==> config.mk <==
export PLATFORM = sky130hd
export DESIGN_NAME = lg2p_horner_step
export DESIGN_NICKNAME = d
export VERILOG_FILES = /design/src/rtl/core/lg2p_pkg.sv /design/src/rtl/core/lg2p_horner_step.sv
export SDC_FILE = /design/constraint.sdc
export NUM_CORES = 2
export LEC_CHECK = 0
export ABC_CLOCK_PERIOD_IN_PS = 19600
export BUFFER_PORTS_ARGS = -buffer_cell sky130_fd_sc_hd__buf_4
export CORE_ASPECT_RATIO = 1.25
export CORE_MARGIN = 4
export CORE_UTILIZATION = 60
export CTS_CLUSTER_DIAMETER = 100
export DETAILED_ROUTE_END_ITERATION = 10
export PLACE_DENSITY = 0.81
export SLEW_MARGIN = 20
export SYNTH_ARGS = -nofsm -noshare
export SYNTH_HDL_FRONTEND = slang
export SYNTH_SLANG_ARGS = --single-unit
==> constraint.sdc <==
create_clock -name clk -period 19.6 [get_ports clk]
set_clock_uncertainty 0.2 [all_clocks]
set_input_delay 1.96 -clock clk [delete_from_list [all_inputs] [get_ports clk]]
set_output_delay 1.96 -clock clk [all_outputs]
set_load 0.05 [all_outputs]
==> src/rtl/core/lg2p_pkg.sv <==
// ----------------------------------------------------------------------------
// lg2p_pkg
// Shared types and constants of the polynomial log2 approximation core.
// ----------------------------------------------------------------------------
package lg2p_pkg;

  localparam int MANT_FRAC = 23;
  localparam int COEF_FRAC = 28;
  localparam int EXP_W     = 8;
  localparam int M_W       = MANT_FRAC + 1;
  localparam int P_W       = 32;
  localparam int OUT_W     = 25;
  localparam int NUM_COEF  = 6;

  localparam logic [EXP_W-1:0] EXP_BIAS = 8'd127;
  localparam logic [EXP_W-1:0] EXP_ALL1 = 8'hFF;

  typedef logic signed [P_W-1:0]   p_t;
  typedef logic        [M_W-1:0]   mant_t;
  typedef logic        [EXP_W-1:0] exp_t;
  typedef logic signed [OUT_W-1:0] out_t;

  // horner coefficients, 28 fraction bits, c0 first
  localparam p_t COEF [NUM_COEF] = '{
    32'sd836388483,
    -32'sd892332874,
    32'sd697622196,
    -32'sd330586398,
    32'sd85419751,
    -32'sd9243845
  };

  localparam out_t OUT_MAX = 25'sh0FFFFFF;
  localparam out_t OUT_MIN = 25'sh1000000;

  // operand set carried beside the polynomial
  typedef struct packed {
    mant_t m;
    exp_t  expf;
    logic  neg;
  } item_t;

endpackage

==> src/rtl/core/lg2p_horner_step.sv <==
// ----------------------------------------------------------------------------
// lg2p_horner_step
// One registered horner step: p_out = floor(p_in * m / 2^23) + coef.
// ----------------------------------------------------------------------------
module lg2p_horner_step
  import lg2p_pkg::*;
(
  input  logic  clk,
  input  logic  en,
  input  p_t    p_in,
  input  mant_t m_in,
  input  p_t    coef,
  output p_t    p_out
);

  logic signed [P_W+M_W:0]       prod;
  logic signed [P_W+M_W-MANT_FRAC:0] sh;
  logic signed [P_W+M_W-MANT_FRAC:0] sum;

  always_comb begin
    prod = p_in * $signed({1'b0, m_in});
    // floor shift: drop the low mantissa bits of the signed product
    sh   = $signed(prod[P_W+M_W:MANT_FRAC]);
    sum  = sh + (P_W+M_W-MANT_FRAC+1)'(coef);
  end

  always_ff @(posedge clk) begin
    if (en) begin
      p_out <= sum[P_W-1:0];
    end
  end

endmodule

==> run metrics <==
Finished Layout Cells 3,745; vias in the first global route 24,850; root buffer cell clkbuf_16; Reg clk slew, reported paths 60 ps; Post-synth ARST share 0%; Detailed Routing Iterations Pass 1 5; pre-CTS WS 8023 ps; classification of the worst setup path input pin to flop; HP Start coef[0]; worst endpoint required time 19,440 ps; hold_buf cts 0; crit-path max cell delay 570 ps; Seq/Total Area, Yosys 3.330%; Total Wirelength 77.47 mm; Fmax 0.08746 GHz; buffers added on ports 121; vias per inst 5.696; cell mode on critical path fa_1; drt wl/cell 20.69 um; Top FF cell, synth edfxtp_1; Overall Global Routing Usage 31.23%; Die Span Y 253.2 um; final worst-path cycle share 58.33%; initial antenna violation count 0; first-pass GRT wire length 125.7 mm; post-route ant nets 0; number of flip-flops under the largest register name 32; endpoints failing setup 0; pin count of the biggest net entering global routing 34; WP data arrival 11,280 ps; crit path max fanout 32; routability cong. 0.9768; Seq cells post-synth 32; Starting DRT DRC Count 1,290; worst hold margin 1775 ps; Die W 204.2 um; Final Hold Vio Count 0; I/O pin total 122; Worst slew margin 38.25%; Final Max Tran Viols 0; TritonCTS Buffers 5; unrepaired setup endpoints after global routing no; post-synth top area share 53.49%; clock tree buffer depth 2; die area 0.05169 mm2; CTS tree done; most flop-heavy register p_out; status finished, final reports clean; Final Critical Period 11,430 ps; fin worst setup slack 8167 ps; Critical Path Start m_in[3]; Syn. warnings 0; Top Registers p_out x32; most common cell in the synthesized netlist inv_1; Slew @ Worst Pin 925.1 ps; number of setup buffers added after CTS 0; Vias 21,330; Cells after Synth 3,120; share of cells above drive strength 1 4.635%; Synth Cell Area 0.02886 mm2; Placed Cells 3,736; GRT overflow 0; max_cap viols 0; P&R area growth vs syn 4.600%; HPWL after DPL 58.72 mm; Netlist cell types 58; number of fill cells 3,847; Crit. End Element flop; Setup TNS 0 ps; number of synthesized flops with an enable pin 32; HP Class input pin to flop; Core ar. 0.04744 mm2; largest cells by area after synthesis fa_1 53%, inv_1 11%, and2_1 9.2%, ha_1 8.0%, nand2_1 4.8%; leading area contributor after synthesis fa_1; Final #Nets 4,151; Sink Count 32; syn nets 4,165; slowest CP cell nor3_1; Synth top cells by count 853 x inv_1, 771 x fa_1, 426 x and2_1, 366 x nand2_1, 184 x ha_1; FP Rows 89; cts repair resizes 0; Initial Util 60.83%; H-tree Lvls 2; element type at the critical path start input pin; DRC 0; syn_area_per_cell 9.249 um2
cells by family after synthesis:
group	after synthesis	synth area share (%)
DFF	32	3.330
buffers and inverters	996	12.96
and+or+nand+nor	891	15.83
AOI/OAI and AO/OA	175	4.262
adders and majority gates	955	61.47
xor gates and xnor gates	71	2.155
final timing paths:
kind / endpoint / slack, ps / cells after the start
setup / recovery: p_out[31] / 8170 / 34
hold / removal: p_out[0] / 1770 / 2
cell usage in the layout (no fill, tap or decap), types with 3 or more instances in the layout:
master     netlist  layout
nand4_1         12      12
a221oi_1         3       3
o21ai_0         25      25
nand2b_1         3       3
o21bai_1         9       9
and4_1           5       5
edfxtp_1        32      32
nor2_1          30      30
inv_1          853     853
o31a_1           3       3
o21a_1          13      13
and3_1           3       3
a211oi_1        11      11
and2_1         426     426
clkbuf_16        0       5
xor2_1          21      21
a31oi_1          8       8
xnor2_1         50      50
nand3_1         16      16
nor2b_1          9       9
a21oi_1         47      47
nor3_1          11      11
fa_1           771     771
nand2_1        366     366
buf_4            0     122
ha_1           184     184
a21o_1          23      23
final cells by class:
| class | count | area (um2) | share of cell area [%] |
|---|---|---|---|
| Multi-Input combinational cell | 2092 | 24160 | 80.03 |
| Inverter | 853 | 3202 | 10.61 |
| Sequential cell | 32 | 960.9 | 3.184 |
| Timing Repair Buffer | 122 | 915.9 | 3.034 |
| Tap cell | 637 | 797.0 | 2.641 |
| Clock buffer | 5 | 125.1 | 0.4145 |
| Clock inverter | 3 | 23.77 | 0.07876 |
| Antenna cell | 1 | 2.502 | 0.008291 |
metal layers:
layer	wire length, um	GRT usage [%]	share of wire [%]
met2	40210	55.44	52
met1	24280	34.00	31
met3	5976	5.085	7.7
met5	0	0	0
met4	7001	21.79	9.0
critical path: cells and delay by family:
family,cells,cell delay [ps]
AND/OR/NAND/NOR,8,1780
AO/OA/AOI/OAI,10,2390
adder cells (fa/ha/maj),9,4260
XOR/XNOR,2,220
buffers and inverters,5,590
stage by stage:
step / utilization [%] / area [um2]
global placement: 63.31 / 30030
floorplan: - / 28860
detailed placement: 63.31 / 30030
global route: 63.62 / 30180
finish: 63.63 / 30180
CTS: 63.62 / 30180
Power is not shown: default switching activity piles up to over one toggle a cycle in this logic, so the estimate is an artifact.
